$ cat src/hdl/edf_pkg.sv
// Shared types, constants and width helpers for the deadline-first arbiter.
package edf_pkg;

  // Default sizing for the top-level parameters.
  localparam int DEF_MAX_SLOTS = 8;
  localparam int DEF_TIME_BITS = 32;

  // Fixed field widths of the payload ports.
  localparam int KIND_W      = 2;
  localparam int SLOT_FLD_W  = 3;
  localparam int TIME_FLD_W  = 32;
  localparam int WCNT_FLD_W  = 4;
  localparam int SLOTS_REG_W = 4;

  // Largest value the waiting count port can show.
  localparam logic [WCNT_FLD_W-1:0] WCNT_SAT = '1;

  // Register file sizing.
  localparam int APB_ADDR_W = 4;
  localparam int APB_DATA_W = 32;

  // Depth of the queues between front, back and result port.
  localparam int QUEUE_DEPTH = 2;

  // Reset values of the registers.
  localparam logic                   POLICY_RST = 1'b1;
  localparam logic [SLOTS_REG_W-1:0] SLOTS_RST  = 4'd8;

  // Selection policy codes.
  localparam logic POLICY_FIFO = 1'b0;
  localparam logic POLICY_EDF  = 1'b1;

  typedef enum logic [KIND_W-1:0] {
    KIND_REQ  = 2'd0,
    KIND_REL  = 2'd1,
    KIND_TICK = 2'd2
  } kind_e;

  typedef enum logic [1:0] {
    REG_POLICY   = 2'd0,
    REG_BURNOUT  = 2'd1,
    REG_COOLDOWN = 2'd2,
    REG_SLOTS    = 2'd3
  } reg_idx_e;

  // Classification of one item, passed from the front to the back.
  typedef struct packed {
    logic is_req;
    logic is_rel;
  } cmd_ctl_t;

  // One result transfer.
  typedef struct packed {
    logic                  grant_valid;
    logic [SLOT_FLD_W-1:0] grant_slot;
    logic [WCNT_FLD_W-1:0] waiting_count;
    logic                  resource_held;
  } res_t;

  function automatic int slot_width(input int slots);
    return (slots > 1) ? $clog2(slots) : 1;
  endfunction

  function automatic int cnt_width(input int slots);
    return $clog2(slots + 1);
  endfunction

  // Width that holds both the slot limit and the slots register.
  function automatic int lim_width(input int slots);
    return ($clog2(slots + 1) > SLOTS_REG_W) ? $clog2(slots + 1) + 1 : SLOTS_REG_W + 1;
  endfunction

endpackage

$ cat src/hdl/edf_queue.sv
// Small synchronous queue used between the arbiter stages.
module edf_queue import edf_pkg::*; #(
  parameter int WIDTH = 8,
  parameter int DEPTH = QUEUE_DEPTH
) (
  input  logic             clk_i,
  input  logic             rst_ni,
  input  logic             push_i,
  input  logic [WIDTH-1:0] wdata_i,
  output logic             full_o,
  input  logic             pop_i,
  output logic [WIDTH-1:0] rdata_o,
  output logic             empty_o
);

  localparam int PTR_W = (DEPTH > 1) ? $clog2(DEPTH) : 1;
  localparam int CNT_W = $clog2(DEPTH + 1);

  logic [WIDTH-1:0] mem_q [DEPTH];
  logic [PTR_W-1:0] wptr_q, rptr_q;
  logic [CNT_W-1:0] cnt_q;
  logic             do_push, do_pop;

  assign full_o  = (cnt_q == CNT_W'(DEPTH));
  assign empty_o = (cnt_q == '0);
  assign do_push = push_i && !full_o;
  assign do_pop  = pop_i && !empty_o;
  assign rdata_o = mem_q[rptr_q];

  always_ff @(posedge clk_i or negedge rst_ni) begin
    if (!rst_ni) begin
      wptr_q <= '0;
      rptr_q <= '0;
      cnt_q  <= '0;
    end else begin
      if (do_push) begin
        wptr_q <= (wptr_q == PTR_W'(DEPTH - 1)) ? '0 : wptr_q + 1'b1;
      end
      if (do_pop) begin
        rptr_q <= (rptr_q == PTR_W'(DEPTH - 1)) ? '0 : rptr_q + 1'b1;
      end
      if (do_push && !do_pop) begin
        cnt_q <= cnt_q + 1'b1;
      end else if (do_pop && !do_push) begin
        cnt_q <= cnt_q - 1'b1;
      end
    end
  end

  always_ff @(posedge clk_i) begin
    if (do_push) begin
      mem_q[wptr_q] <= wdata_i;
    end
  end

endmodule

$ cat src/hdl/edf_front.sv
// Front stage: takes items, classifies them and forms deadline and cooldown end.
module edf_front import edf_pkg::*; #(
  parameter int MAX_SLOTS = DEF_MAX_SLOTS,
  parameter int TIME_BITS = DEF_TIME_BITS,
  parameter int SLOT_W    = slot_width(MAX_SLOTS),
  parameter int LIM_W     = lim_width(MAX_SLOTS)
) (
  input  logic                  clk_i,
  input  logic                  rst_ni,
  input  logic                  push_i,
  output logic                  full_o,
  input  logic [KIND_W-1:0]     req_type_i,
  input  logic [SLOT_FLD_W-1:0] slot_index_i,
  input  logic [TIME_FLD_W-1:0] start_time_i,
  input  logic [TIME_FLD_W-1:0] now_time_i,
  input  logic [TIME_FLD_W-1:0] burnout_i,
  input  logic [TIME_FLD_W-1:0] cooldown_i,
  input  logic [LIM_W-1:0]      lim_i,
  output logic                  cmd_push_o,
  input  logic                  cmd_full_i,
  output cmd_ctl_t              cmd_ctl_o,
  output logic [SLOT_W-1:0]     cmd_slot_o,
  output logic [TIME_BITS:0]    cmd_deadline_o,
  output logic [TIME_BITS:0]    cmd_free_o,
  output logic [TIME_BITS-1:0]  cmd_now_o
);

  logic                 vld_q;
  logic                 accept;
  cmd_ctl_t             ctl_d;
  logic [TIME_BITS-1:0] start_t, now_t, burn_t, cool_t;

  assign full_o     = vld_q && cmd_full_i;
  assign accept     = push_i && !full_o;
  assign cmd_push_o = vld_q;

  assign start_t = TIME_BITS'(start_time_i);
  assign now_t   = TIME_BITS'(now_time_i);
  assign burn_t  = TIME_BITS'(burnout_i);
  assign cool_t  = TIME_BITS'(cooldown_i);

  // A request only counts when its slot lies under the active limit.
  always_comb begin
    ctl_d = '0;
    unique case (kind_e'(req_type_i))
      KIND_REQ: ctl_d.is_req = (LIM_W'(slot_index_i) < lim_i);
      KIND_REL: ctl_d.is_rel = 1'b1;
      default:  ctl_d = '0;
    endcase
  end

  always_ff @(posedge clk_i or negedge rst_ni) begin
    if (!rst_ni) begin
      vld_q <= 1'b0;
    end else if (accept) begin
      vld_q <= 1'b1;
    end else if (!cmd_full_i) begin
      vld_q <= 1'b0;
    end
  end

  always_ff @(posedge clk_i) begin
    if (accept) begin
      cmd_ctl_o      <= ctl_d;
      cmd_slot_o     <= SLOT_W'(slot_index_i);
      cmd_deadline_o <= (TIME_BITS + 1)'(start_t) + (TIME_BITS + 1)'(burn_t);
      cmd_free_o     <= (TIME_BITS + 1)'(now_t) + (TIME_BITS + 1)'(cool_t);
      cmd_now_o      <= now_t;
    end
  end

endmodule

$ cat src/hdl/edf_back.sv
// Back stage: slot memory, state update and sequential selection scan.
module edf_back import edf_pkg::*; #(
  parameter int MAX_SLOTS = DEF_MAX_SLOTS,
  parameter int TIME_BITS = DEF_TIME_BITS,
  parameter int SLOT_W    = slot_width(MAX_SLOTS),
  parameter int LIM_W     = lim_width(MAX_SLOTS)
) (
  input  logic                 clk_i,
  input  logic                 rst_ni,
  input  logic                 policy_i,
  input  logic [LIM_W-1:0]     lim_i,
  input  logic                 cmd_vld_i,
  output logic                 cmd_pop_o,
  input  cmd_ctl_t             cmd_ctl_i,
  input  logic [SLOT_W-1:0]    cmd_slot_i,
  input  logic [TIME_BITS:0]   cmd_deadline_i,
  input  logic [TIME_BITS:0]   cmd_free_i,
  input  logic [TIME_BITS-1:0] cmd_now_i,
  input  logic                 res_full_i,
  output logic                 res_push_o,
  output res_t                 res_o
);

  localparam int CNT_W = cnt_width(MAX_SLOTS);
  localparam int OCW   = (CNT_W > WCNT_FLD_W) ? CNT_W : WCNT_FLD_W;
  localparam int ENT_W = 2 * TIME_BITS + 1;

  typedef enum logic [4:0] {
    ST_IDLE  = 5'b00001,
    ST_APPLY = 5'b00010,
    ST_SCAN  = 5'b00100,
    ST_LAST  = 5'b01000,
    ST_DONE  = 5'b10000
  } state_e;

  state_e state_q, state_d;

  // Each entry holds {deadline, arrival}.
  logic [ENT_W-1:0]     mem_q [MAX_SLOTS];
  logic [ENT_W-1:0]     rd_q;
  logic [MAX_SLOTS-1:0] wait_q;
  logic [CNT_W-1:0]     cnt_q;
  logic                 held_q;
  logic [TIME_BITS:0]   free_q;
  logic                 elig_q;

  cmd_ctl_t             ctl_q;
  logic [SLOT_W-1:0]    slot_q;
  logic [TIME_BITS:0]   deadline_q;
  logic [TIME_BITS:0]   cfree_q;
  logic [TIME_BITS-1:0] now_q;

  logic [SLOT_W-1:0]    scan_q;
  logic [SLOT_W-1:0]    pidx_q;
  logic                 pv_q;
  logic                 found_q;
  logic [SLOT_W-1:0]    best_idx_q;
  logic [TIME_BITS:0]   best_key_q;

  logic                 held_nxt, elig_nxt, scan_last, grant;
  logic [TIME_BITS:0]   free_nxt, key;
  logic [CNT_W-1:0]     cnt_after;
  logic [OCW-1:0]       cnt_ext;

  assign cmd_pop_o = (state_q == ST_IDLE) && cmd_vld_i;

  // A release only takes effect while the resource is held.
  assign held_nxt = held_q && !ctl_q.is_rel;
  assign free_nxt = (ctl_q.is_rel && held_q) ? cfree_q : free_q;
  assign elig_nxt = !held_nxt && ((TIME_BITS + 1)'(now_q) >= free_nxt);

  assign scan_last = (scan_q == SLOT_W'(MAX_SLOTS - 1));
  assign key = (policy_i == POLICY_EDF) ? rd_q[ENT_W-1:TIME_BITS]
                                        : {1'b0, rd_q[TIME_BITS-1:0]};

  assign grant      = elig_q && found_q;
  assign res_push_o = (state_q == ST_DONE) && !res_full_i;
  assign cnt_after  = grant ? cnt_q - 1'b1 : cnt_q;
  assign cnt_ext    = OCW'(cnt_after);

  always_comb begin
    res_o.grant_valid   = grant;
    res_o.grant_slot    = grant ? SLOT_FLD_W'(best_idx_q) : '0;
    res_o.waiting_count = (cnt_ext > OCW'(WCNT_SAT)) ? WCNT_SAT : WCNT_FLD_W'(cnt_ext);
    res_o.resource_held = held_q || grant;
  end

  always_comb begin
    state_d = state_q;
    unique case (state_q)
      ST_IDLE:  if (cmd_vld_i) state_d = ST_APPLY;
      ST_APPLY: state_d = elig_nxt ? ST_SCAN : ST_DONE;
      ST_SCAN:  if (scan_last) state_d = ST_LAST;
      ST_LAST:  state_d = ST_DONE;
      ST_DONE:  if (!res_full_i) state_d = ST_IDLE;
      default:  state_d = ST_IDLE;
    endcase
  end

  always_ff @(posedge clk_i or negedge rst_ni) begin
    if (!rst_ni) begin
      state_q <= ST_IDLE;
      wait_q  <= '0;
      cnt_q   <= '0;
      held_q  <= 1'b0;
      free_q  <= '0;
      elig_q  <= 1'b0;
      scan_q  <= '0;
      pv_q    <= 1'b0;
      found_q <= 1'b0;
    end else begin
      state_q <= state_d;
      pv_q    <= (state_q == ST_SCAN) && wait_q[scan_q] && (LIM_W'(scan_q) < lim_i);
      if (state_q == ST_APPLY) begin
        held_q  <= held_nxt;
        free_q  <= free_nxt;
        elig_q  <= elig_nxt;
        found_q <= 1'b0;
        scan_q  <= '0;
        if (ctl_q.is_req && !wait_q[slot_q]) begin
          wait_q[slot_q] <= 1'b1;
          cnt_q          <= cnt_q + 1'b1;
        end
      end
      if (state_q == ST_SCAN && !scan_last) begin
        scan_q <= scan_q + 1'b1;
      end
      // Strict compare in ascending slot order keeps ties on the lowest slot.
      if (pv_q && (!found_q || key < best_key_q)) begin
        found_q <= 1'b1;
      end
      if (res_push_o && grant) begin
        wait_q[best_idx_q] <= 1'b0;
        cnt_q              <= cnt_after;
        held_q             <= 1'b1;
      end
    end
  end

  always_ff @(posedge clk_i) begin
    if (cmd_pop_o) begin
      ctl_q      <= cmd_ctl_i;
      slot_q     <= cmd_slot_i;
      deadline_q <= cmd_deadline_i;
      cfree_q    <= cmd_free_i;
      now_q      <= cmd_now_i;
    end
    if (state_q == ST_APPLY && ctl_q.is_req) begin
      mem_q[slot_q] <= {deadline_q, now_q};
    end
    rd_q   <= mem_q[scan_q];
    pidx_q <= scan_q;
    if (pv_q && (!found_q || key < best_key_q)) begin
      best_key_q <= key;
      best_idx_q <= pidx_q;
    end
  end

endmodule

$ cat src/hdl/edf_fifo_resource_arbiter_top.sv
// Top level of the deadline-first or FIFO resource arbiter with register port.
//
//  Channel   | Direction | Handshake              | Payload
//  ----------+-----------+------------------------+-----------------------------------------
//  items     | in        | push / full            | req_type, slot_index, start_time, now_time
//  results   | out       | pop / empty            | grant_valid, grant_slot, waiting_count,
//            |           |                        | resource_held
//  registers | in/out    | psel, penable, pready  | paddr, pwrite, pwdata, prdata
//
// A transfer on the item side is registered by the front stage and lands in a
// two-entry command queue; the back stage takes one command at a time. A command
// that allows no grant goes from the apply state straight to done; one that can
// be granted first scans the slots, one per cycle through the single read port of
// the slot memory, and then a last state. Reset is asynchronous and active low; it
// clears all waiting marks, the hold flag and the cooldown end, so no memory
// sweep is needed. Either side may stall: the command queue and the result queue
// let the front keep taking items while a finished result waits to be popped.
module edf_fifo_resource_arbiter_top import edf_pkg::*; #(
  parameter int MAX_SLOTS = DEF_MAX_SLOTS,
  parameter int TIME_BITS = DEF_TIME_BITS
) (
  input  logic                  clk_i,
  input  logic                  rst_ni,
  // Item side.
  input  logic                  push,
  output logic                  full,
  input  logic [KIND_W-1:0]     req_type_i,
  input  logic [SLOT_FLD_W-1:0] slot_index_i,
  input  logic [TIME_FLD_W-1:0] start_time_i,
  input  logic [TIME_FLD_W-1:0] now_time_i,
  // Result side.
  output logic                  empty,
  input  logic                  pop,
  output logic                  grant_valid_o,
  output logic [SLOT_FLD_W-1:0] grant_slot_o,
  output logic [WCNT_FLD_W-1:0] waiting_count_o,
  output logic                  resource_held_o,
  // Register port.
  input  logic                  psel,
  input  logic                  penable,
  input  logic                  pwrite,
  input  logic [APB_ADDR_W-1:0] paddr,
  input  logic [APB_DATA_W-1:0] pwdata,
  output logic [APB_DATA_W-1:0] prdata,
  output logic                  pready
);

  localparam int SLOT_W = slot_width(MAX_SLOTS);
  localparam int LIM_W  = lim_width(MAX_SLOTS);
  localparam int CMD_W  = $bits(cmd_ctl_t) + SLOT_W + 3 * TIME_BITS + 2;
  localparam int RES_W  = $bits(res_t);

  // Configuration registers.
  logic                   policy_q;
  logic [TIME_FLD_W-1:0]  burnout_q;
  logic [TIME_FLD_W-1:0]  cooldown_q;
  logic [SLOTS_REG_W-1:0] slots_q;
  logic [LIM_W-1:0]       lim;
  logic                   reg_wr;
  reg_idx_e               reg_idx;

  assign pready  = 1'b1;
  assign reg_wr  = psel && penable && pwrite && pready;
  assign reg_idx = reg_idx_e'(paddr[3:2]);

  always_ff @(posedge clk_i or negedge rst_ni) begin
    if (!rst_ni) begin
      policy_q   <= POLICY_RST;
      burnout_q  <= '0;
      cooldown_q <= '0;
      slots_q    <= SLOTS_RST;
    end else if (reg_wr) begin
      unique case (reg_idx)
        REG_POLICY:   policy_q   <= pwdata[0];
        REG_BURNOUT:  burnout_q  <= pwdata;
        REG_COOLDOWN: cooldown_q <= pwdata;
        REG_SLOTS:    slots_q    <= pwdata[SLOTS_REG_W-1:0];
        default:      policy_q   <= policy_q;
      endcase
    end
  end

  always_comb begin
    unique case (reg_idx)
      REG_POLICY:   prdata = APB_DATA_W'(policy_q);
      REG_BURNOUT:  prdata = burnout_q;
      REG_COOLDOWN: prdata = cooldown_q;
      REG_SLOTS:    prdata = APB_DATA_W'(slots_q);
      default:      prdata = '0;
    endcase
  end

  // Slots above the configured count, or beyond the storage, never take part.
  assign lim = (LIM_W'(slots_q) > LIM_W'(MAX_SLOTS)) ? LIM_W'(MAX_SLOTS) : LIM_W'(slots_q);

  // Front stage and command queue.
  logic                 fr_push, cq_full, cq_empty, cq_pop;
  cmd_ctl_t             fr_ctl, bk_ctl;
  logic [SLOT_W-1:0]    fr_slot, bk_slot;
  logic [TIME_BITS:0]   fr_deadline, bk_deadline, fr_free, bk_free;
  logic [TIME_BITS-1:0] fr_now, bk_now;
  logic [CMD_W-1:0]     cq_wdata, cq_rdata;

  edf_front #(
    .MAX_SLOTS(MAX_SLOTS),
    .TIME_BITS(TIME_BITS),
    .SLOT_W   (SLOT_W),
    .LIM_W    (LIM_W)
  ) u_front (
    .clk_i         (clk_i),
    .rst_ni        (rst_ni),
    .push_i        (push),
    .full_o        (full),
    .req_type_i    (req_type_i),
    .slot_index_i  (slot_index_i),
    .start_time_i  (start_time_i),
    .now_time_i    (now_time_i),
    .burnout_i     (burnout_q),
    .cooldown_i    (cooldown_q),
    .lim_i         (lim),
    .cmd_push_o    (fr_push),
    .cmd_full_i    (cq_full),
    .cmd_ctl_o     (fr_ctl),
    .cmd_slot_o    (fr_slot),
    .cmd_deadline_o(fr_deadline),
    .cmd_free_o    (fr_free),
    .cmd_now_o     (fr_now)
  );

  assign cq_wdata = {fr_ctl, fr_slot, fr_deadline, fr_free, fr_now};
  assign {bk_ctl, bk_slot, bk_deadline, bk_free, bk_now} = cq_rdata;

  edf_queue #(
    .WIDTH(CMD_W),
    .DEPTH(QUEUE_DEPTH)
  ) u_cmd_queue (
    .clk_i  (clk_i),
    .rst_ni (rst_ni),
    .push_i (fr_push),
    .wdata_i(cq_wdata),
    .full_o (cq_full),
    .pop_i  (cq_pop),
    .rdata_o(cq_rdata),
    .empty_o(cq_empty)
  );

  // Back stage and result queue.
  logic             rq_full, bk_push;
  res_t             bk_res, out_res;
  logic [RES_W-1:0] rq_rdata;

  edf_back #(
    .MAX_SLOTS(MAX_SLOTS),
    .TIME_BITS(TIME_BITS),
    .SLOT_W   (SLOT_W),
    .LIM_W    (LIM_W)
  ) u_back (
    .clk_i         (clk_i),
    .rst_ni        (rst_ni),
    .policy_i      (policy_q),
    .lim_i         (lim),
    .cmd_vld_i     (!cq_empty),
    .cmd_pop_o     (cq_pop),
    .cmd_ctl_i     (bk_ctl),
    .cmd_slot_i    (bk_slot),
    .cmd_deadline_i(bk_deadline),
    .cmd_free_i    (bk_free),
    .cmd_now_i     (bk_now),
    .res_full_i    (rq_full),
    .res_push_o    (bk_push),
    .res_o         (bk_res)
  );

  edf_queue #(
    .WIDTH(RES_W),
    .DEPTH(QUEUE_DEPTH)
  ) u_res_queue (
    .clk_i  (clk_i),
    .rst_ni (rst_ni),
    .push_i (bk_push),
    .wdata_i(bk_res),
    .full_o (rq_full),
    .pop_i  (pop),
    .rdata_o(rq_rdata),
    .empty_o(empty)
  );

  assign out_res         = res_t'(rq_rdata);
  assign grant_valid_o   = out_res.grant_valid;
  assign grant_slot_o    = out_res.grant_slot;
  assign waiting_count_o = out_res.waiting_count;
  assign resource_held_o = out_res.resource_held;

  // A result without a grant reports slot zero.
  a_no_grant_slot_zero: assert property (@(posedge clk_i) disable iff (!rst_ni)
    !empty && !grant_valid_o |-> grant_slot_o == '0)
    else $error("result without grant carries a nonzero slot");

  // A grant always leaves the resource held.
  a_grant_holds: assert property (@(posedge clk_i) disable iff (!rst_ni)
    !empty && grant_valid_o |-> resource_held_o)
    else $error("grant reported while resource is free");

  // Only slots that have storage can be granted.
  a_grant_in_range: assert property (@(posedge clk_i) disable iff (!rst_ni)
    !empty && grant_valid_o |-> int'(grant_slot_o) < MAX_SLOTS)
    else $error("granted slot beyond the slot storage");

endmodule
$ cat config.mk
export PLATFORM = sky130hd
export DESIGN_NAME = edf_fifo_resource_arbiter_top
export DESIGN_NICKNAME = d
export VERILOG_FILES = /design/src/hdl/edf_pkg.sv /design/src/hdl/edf_queue.sv /design/src/hdl/edf_front.sv /design/src/hdl/edf_back.sv /design/src/hdl/edf_fifo_resource_arbiter_top.sv
export SDC_FILE = /design/constraint.sdc
export NUM_CORES = 1
export LEC_CHECK = 0
export ABC_AREA = 1
export BUFFER_PORTS_ARGS = -buffer_cell sky130_fd_sc_hd__buf_2
export CAP_MARGIN = 25
export CORE_MARGIN = 10
export CORE_UTILIZATION = 52
export CTS_BUF_LIST = sky130_fd_sc_hd__clkbuf_4 sky130_fd_sc_hd__clkbuf_8 sky130_fd_sc_hd__clkbuf_16
export CTS_CLUSTER_SIZE = 8
export DETAILED_ROUTE_END_ITERATION = 10
export GPL_TIMING_DRIVEN = 0
export HOLD_SLACK_MARGIN = 0.1
export PLACE_DENSITY = 0.67
export RECOVER_POWER = 50
export SYNTH_ARGS = -nofsm -noshare
export SYNTH_HDL_FRONTEND = slang
export SYNTH_SLANG_ARGS = --single-unit
$ cat constraint.sdc
create_clock -name clk_i -period 9.05 [get_ports clk_i]
set_input_delay 0.905 -clock clk_i [delete_from_list [all_inputs] [get_ports clk_i]]
set_output_delay 0.905 -clock clk_i [all_outputs]
set_load 0.02 [all_outputs]
* Yosys cells after proc, flatten, opt, wreduce, memory -nomap -nowiden
Memories as Yosys holds them, arrays and structs flattened. A register that Yosys moved wholly into a read port is not among the register bits.
Cells that the tools add are included.
** Storage, ports and cells
- Output and inout bits :: 44
- Memories :: 3
- Register bits after elaboration :: 277
- Memory bits (writable) :: 744
- Input port bits :: 112
- Word-level logic and storage cells :: 183
** Memory list
- u_back.mem_q :: depth 8, bits a word 65, read ports 1, clocked after memory_dff 1, wr ports 1, line edf_back.sv:39 : logic [ENT_W-1:0] mem_q [MAX_SLOTS];
- u_cmd_queue.mem_q :: depth 2, bits a word 103, read ports 1, clocked after memory_dff 1, wr ports 1, line edf_queue.sv:19 : logic [WIDTH-1:0] mem_q [DEPTH];
- u_res_queue.mem_q :: depth 2, bits a word 9, read ports 1, clocked after memory_dff 0, wr ports 1, line edf_queue.sv:19
** Operators by class
- Order comparisons :: 11
- Eq/ne operators :: 16
- Add/subtract/negate cells :: 13
- Muxes and demuxes :: 49
- Reduce and logical (&&, ||, !) cells :: 59
- Bitwise gates (word level) :: 3
** Operators with widths (number)
- 32-bit one-hot mux with 4 select lines :: 1
- 32-bit by 32-bit adder with 33-bit output :: 2
- 33-bit two-way mux :: 2
- 32-bit by 33-bit >= comparator with 1-bit output :: 1
- 33-bit < comparator :: 1
- 1-bit logical AND :: 27
- 5-bit one-hot mux with 5 select lines :: 1
- 4-bit two-way mux :: 6
- 8-bit two-way mux :: 3
- 1-bit two-way mux :: 21
- 5-bit two-way mux :: 4
- 1-bit logical NOT :: 14
- 3-bit by 4-bit < comparator with 1-bit output, second input constant :: 3
- 2-bit nonzero test :: 6
- 2-bit AND reduction :: 5
- 3-bit two-way mux :: 3
- 8-bit AND :: 1
- 2-bit == test, second input constant :: 4
- 4-bit > comparator, second input constant :: 2
- 2-bit logical NOT :: 4
- 3-bit by 4-bit < comparator with 1-bit output :: 2
- 2-bit two-way mux :: 4
- 8-bit NOT :: 1
- 8-bit bitwise OR :: 1
- other kinds (20) :: 32

* Longest topological paths before layout
- Word-level depth :: 9
- Mapped depth :: 18
- Mapped depth without buffers :: 16

* Cells and area by module
A second synthesis with hierarchy kept.
** Unflattened totals
- Cells, all modules :: 4555
- Area, all modules :: 50669.8 µm²
** Modules (own cells, without submodules)
- edf_back :: times used 1, area an instance 30576.8 µm², cells each 2356, seq. area each 22577.9 µm²
- edf_front :: times used 1, area an instance 8131.5 µm², cells each 1125, seq. area each 3118.0 µm²
- edf_queue at u_cmd_queue :: times used 1, area an instance 7739.9 µm², cells each 570, seq. area each 6286.0 µm²
- edf_fifo_resource_arbiter_top :: times used 1, area an instance 3340.7 µm², cells each 426, seq. area each 1729.2 µm²
- edf_queue at u_res_queue :: times used 1, area an instance 880.8 µm², cells each 78, seq. area each 640.6 µm²

* Worst setup path before layout
OpenSTA, ideal clock, no wires.
- Path type :: reg-to-reg
- Start :: register u_back.state_q[3]
- End :: memory u_back.mem_q[1][0] (netlist bit), enable pin
- Arrival time :: 7196 ps
- Clock period less this slack :: 7845 ps
- Setup slack :: 1205 ps
- Path buffers :: 0
- Library setup time :: 648 ps
- Data required time :: 8402 ps
- Cell stages (with the launch flop) :: 6
- Cell sequence :: dfrtp_1 -> nor2_1 -> nand4_2 -> inv_1 -> nand2_1 -> nor4_1
** Between the ends
- Longest elaborated chain between the ends :: 4
** RTL lines
- from (decl) :: line edf_back.sv:36 : state_e state_q, state_d;
- from (signal assigned) :: line edf_back.sv:112 : state_q <= state_d;
- 5-bit by 2-bit == test with 1-bit output :: line edf_back.sv:148 : if (state_q == ST_APPLY && ctl_q.is_req) begin
- 1-bit logical AND :: line edf_back.sv:148
- 1-bit two-way mux :: line edf_back.sv:148
- 1-bit two-way mux (implied by the code) :: line edf_back.sv:149 : mem_q[slot_q] <= {deadline_q, now_q};
- to (decl) :: line edf_back.sv:39
No other way between the ends.

* Worst setup path in the final report
- Start :: register u_cmd_queue.cnt_q[1]
- End :: register u_front.cmd_now_o[18], enable pin
** Between the ends
- Longest elaborated chain between the ends :: 4
** RTL lines
- from (decl) :: line edf_queue.sv:21 : logic [CNT_W-1:0] cnt_q;
- from (signal assigned) :: line edf_queue.sv:43 : cnt_q <= cnt_q + 1'b1;
- from (signal assigned) :: line edf_queue.sv:45 : cnt_q <= cnt_q - 1'b1;
- 2-bit == test :: line edf_queue.sv:24 : assign full_o = (cnt_q == CNT_W'(DEPTH));
- 1-bit logical AND :: line edf_front.sv:33 : assign full_o = vld_q && cmd_full_i;
- 1-bit logical NOT :: line edf_front.sv:34 : assign accept = push_i && !full_o;
- 1-bit logical AND :: line edf_front.sv:34
- via u_front.accept :: line edf_front.sv:29 : logic accept;
- to (signal assigned) :: line edf_front.sv:68 : cmd_now_o <= now_t;
- to (decl) :: line edf_front.sv:25 : output logic [TIME_BITS-1:0] cmd_now_o
The timed path passes the listed nets, and every way through them passes these cells.
A chain may end at the register's enable or synchronous reset.

==> run metrics <==
Clock Skews 0.0385 ns; worst-skew pair later-pin latency about 0.74 ns; core footprint 93300 um^2; Mapped Nets approximately 4200; CTS root buf clkbuf_16; drt first pass iters 6; final net count 4627; Synth area leaders edfxtp_1 (61%), dfrtp_1 (6.8%), nor2_1 (4.6%); top_reg_cell synth edfxtp_1; drt total wl 125000 um; Routed Antenna Nets 0; Post-CTS Setup Inserts 0; setup TNS 0 ns; grt ovf 0; Die ar. about 110000 um^2; multi-input logic area 12900 um^2; Leakage ~0.022 uW; count leader, synth edfxtp_1; #FFs+latches synth 1189; Via Count between 30000 and 40000; Slew HR -158%; VDD IR max 189 uV; first-pass GRT wire length 189000 um; Buffers on Ports about 150; die height 327 um; worst-path fanout max 71; CTS Hold Buffers Added 0; Die Wd 327 um; cell taking the most area after synthesis edfxtp_1; min Tclk post-route 4.97 ns; gr usage total 23.2%; post-synth cell types 51; sequential area share after synthesis 70.3%; clk sinks 1189; total power 19700 uW; vias in the first global route ~32000; H-Tree Depth 4; Iter 0 DRT Violations just over 3000; layout cells sized above 1 14.3%; register area 34400 um^2; post-CTS sizing 0; Reg clk slew, reported paths ~0.050 ns; Post-synth EDFFs between 900 and 1000; CTS buffer count 166; clock tree buffer depth 3; CTS tree yes; Worst Path Arrival around 5.2 ns; DRC violations left 0; Final setup viols 0; YS warnings 0; Max Clk Rate 0.201 GHz; Min-Delay Path Class in2reg; via density per instance between 5 and 6; row count 112; Critical Path End Type flip-flop; Worst-Margin Slew 3.86 ns; WS Path Type reg2reg; largest net degree at the start of global routing 76; post-layout util about 61%; Mapped Area 48900 um^2; Syn Area/Cell 12.3 um^2; initial antenna violation count 8; unrepaired setup endpoints after global routing no; post-DR wirelength/cell 21.6 um; final hold violation count 0; fin. max-slew vios 197; Tcrit/Tclk final 54.9%; status finished with violations; Synth top cells by count edfxtp_1 (986), nor2_1 (597), nand2_1 (533); # fillers 7341; hpwl dp a little over 90000 um; num ports ~160; Synth top area share 60.6%; Cells after Synth 3968; Cell Pwr Density 344 nW/um^2; failing checks capacitance limit, slew limit; Worst EP required 9.28 ns; number of max-cap violations 4; crit start category flip-flop; Area Overhead vs Synth 17.3%; RePlAce Congestion between 0.9 and 1; FFs w/ async S/R, synth 11.4%; Initial Util 52.4%
## final cells by class
type,count,share of cell area [%]
repair buffers,239,2.70
clock inverters,9,0.207
diodes,2,0.00873
plain buffers,154,1.09
multi-input cells,2357,22.6
well taps,1254,2.74
clock buffers,291,9.00
flip-flops and latches,1189,59.9
inverters,268,1.76
## worst max-delay path: stages (launching register included)
cell and delay, ns:
dfrtp_1 0.38, inv_1 0.11, nor3_1 0.08, inv_1 0.08, nand2_1 0.08, clkinvlp_2 0.90, clkbuf_1 2.74
## cell families after synthesis
family                   Yosys count  share of synthesized area, %
XOR/XNOR                          59                          1.06
buffers and inverters            422                          3.35
AND/OR/NAND/NOR                 1273                          10.3
AO/OA/AOI/OAI                    748                          8.29
multiplexers                     136                          3.05
adder cells (fa/ha/maj)          140                          3.61
flip-flops                      1189                          70.3
other                              1                       0.00767
## path summary, 6_finish.rpt
kind | startpoint | end | slack (ns) | depth (start not counted)
max | u_cmd_queue.cnt_q[1] | u_front.cmd_now_o[18] | 4.08 | 6
min | pwdata[28] | cooldown_q[28] | 0.40 | 3
max reg2reg | u_cmd_queue.cnt_q[1] | u_front.cmd_now_o[18] | 4.08 | 6
min reg2reg | u_back.pidx_q[2] | u_back.best_idx_q[2] | 0.40 | 0
max in group asynchronous | rst_ni | cooldown_q[9] | 5.35 | 1
min in group asynchronous | rst_ni | burnout_q[25] | 1.51 | 1
## cells in the final DEF (no fill, tap or decap), types with 69 or more instances in the layout
master	netlist	layout
dfrtp_1	132	132
clkbuf_1	107	154
nor2_1	597	594
o22ai_1	95	95
a31oi_1	74	74
ha_1	138	138
inv_1	264	262
edfxtp_1	986	986
nand3_1	68	69
clkbuf_16	0	170
mux2_2	105	95
buf_2	31	143
o21ai_0	421	423
clkbuf_4	0	122
nand2_1	533	533
a21oi_1	116	116
## layer usage
layer	global-route usage [%]	share of wire, %	wire length, um
met3	4.43	6.8	8470
met5	0	0.045	56
met2	37.1	47	58300
met4	11.3	4.8	5980
met1	30.2	42	51900
## registers in the layout, indices dropped and copies added, names as in the netlist, 33 cells and up
signal and count:
u_cmd_queue.mem_q 206, u_back.best_key_q 33, u_back.cfree_q 33, u_back.deadline_q 33, u_back.mem_q 520, u_back.rd_q 65
u_front.cmd_free_o 33, u_back.free_q 33, u_front.cmd_deadline_o 33
## through the flow
stage | hold WS [ns] | std cells | instance area (um^2) | setup WS, ns
floorplan | 0.373 | 3968 | 48900 | 1.21
global placement | 0.386 | 5374 | 51200 | -4.53
detailed placement | 0.389 | 5459 | 52200 | 4.75
CTS | 0.167 | 5759 | 57400 | 4.73
global route | 0.382 | 5761 | 57300 | 3.57
finish | 0.396 | 5763 | 57300 | 4.08
## report_power, final
part / leakage, uW / switching (uW) / internal, uW
logic: 0.00809 / 3220 / 1570
registers: 0.0113 / 1010 / 7860
clock network: 0.00271 / 2200 / 3850
No activity file was read; power rests on OpenSTA's default activity.
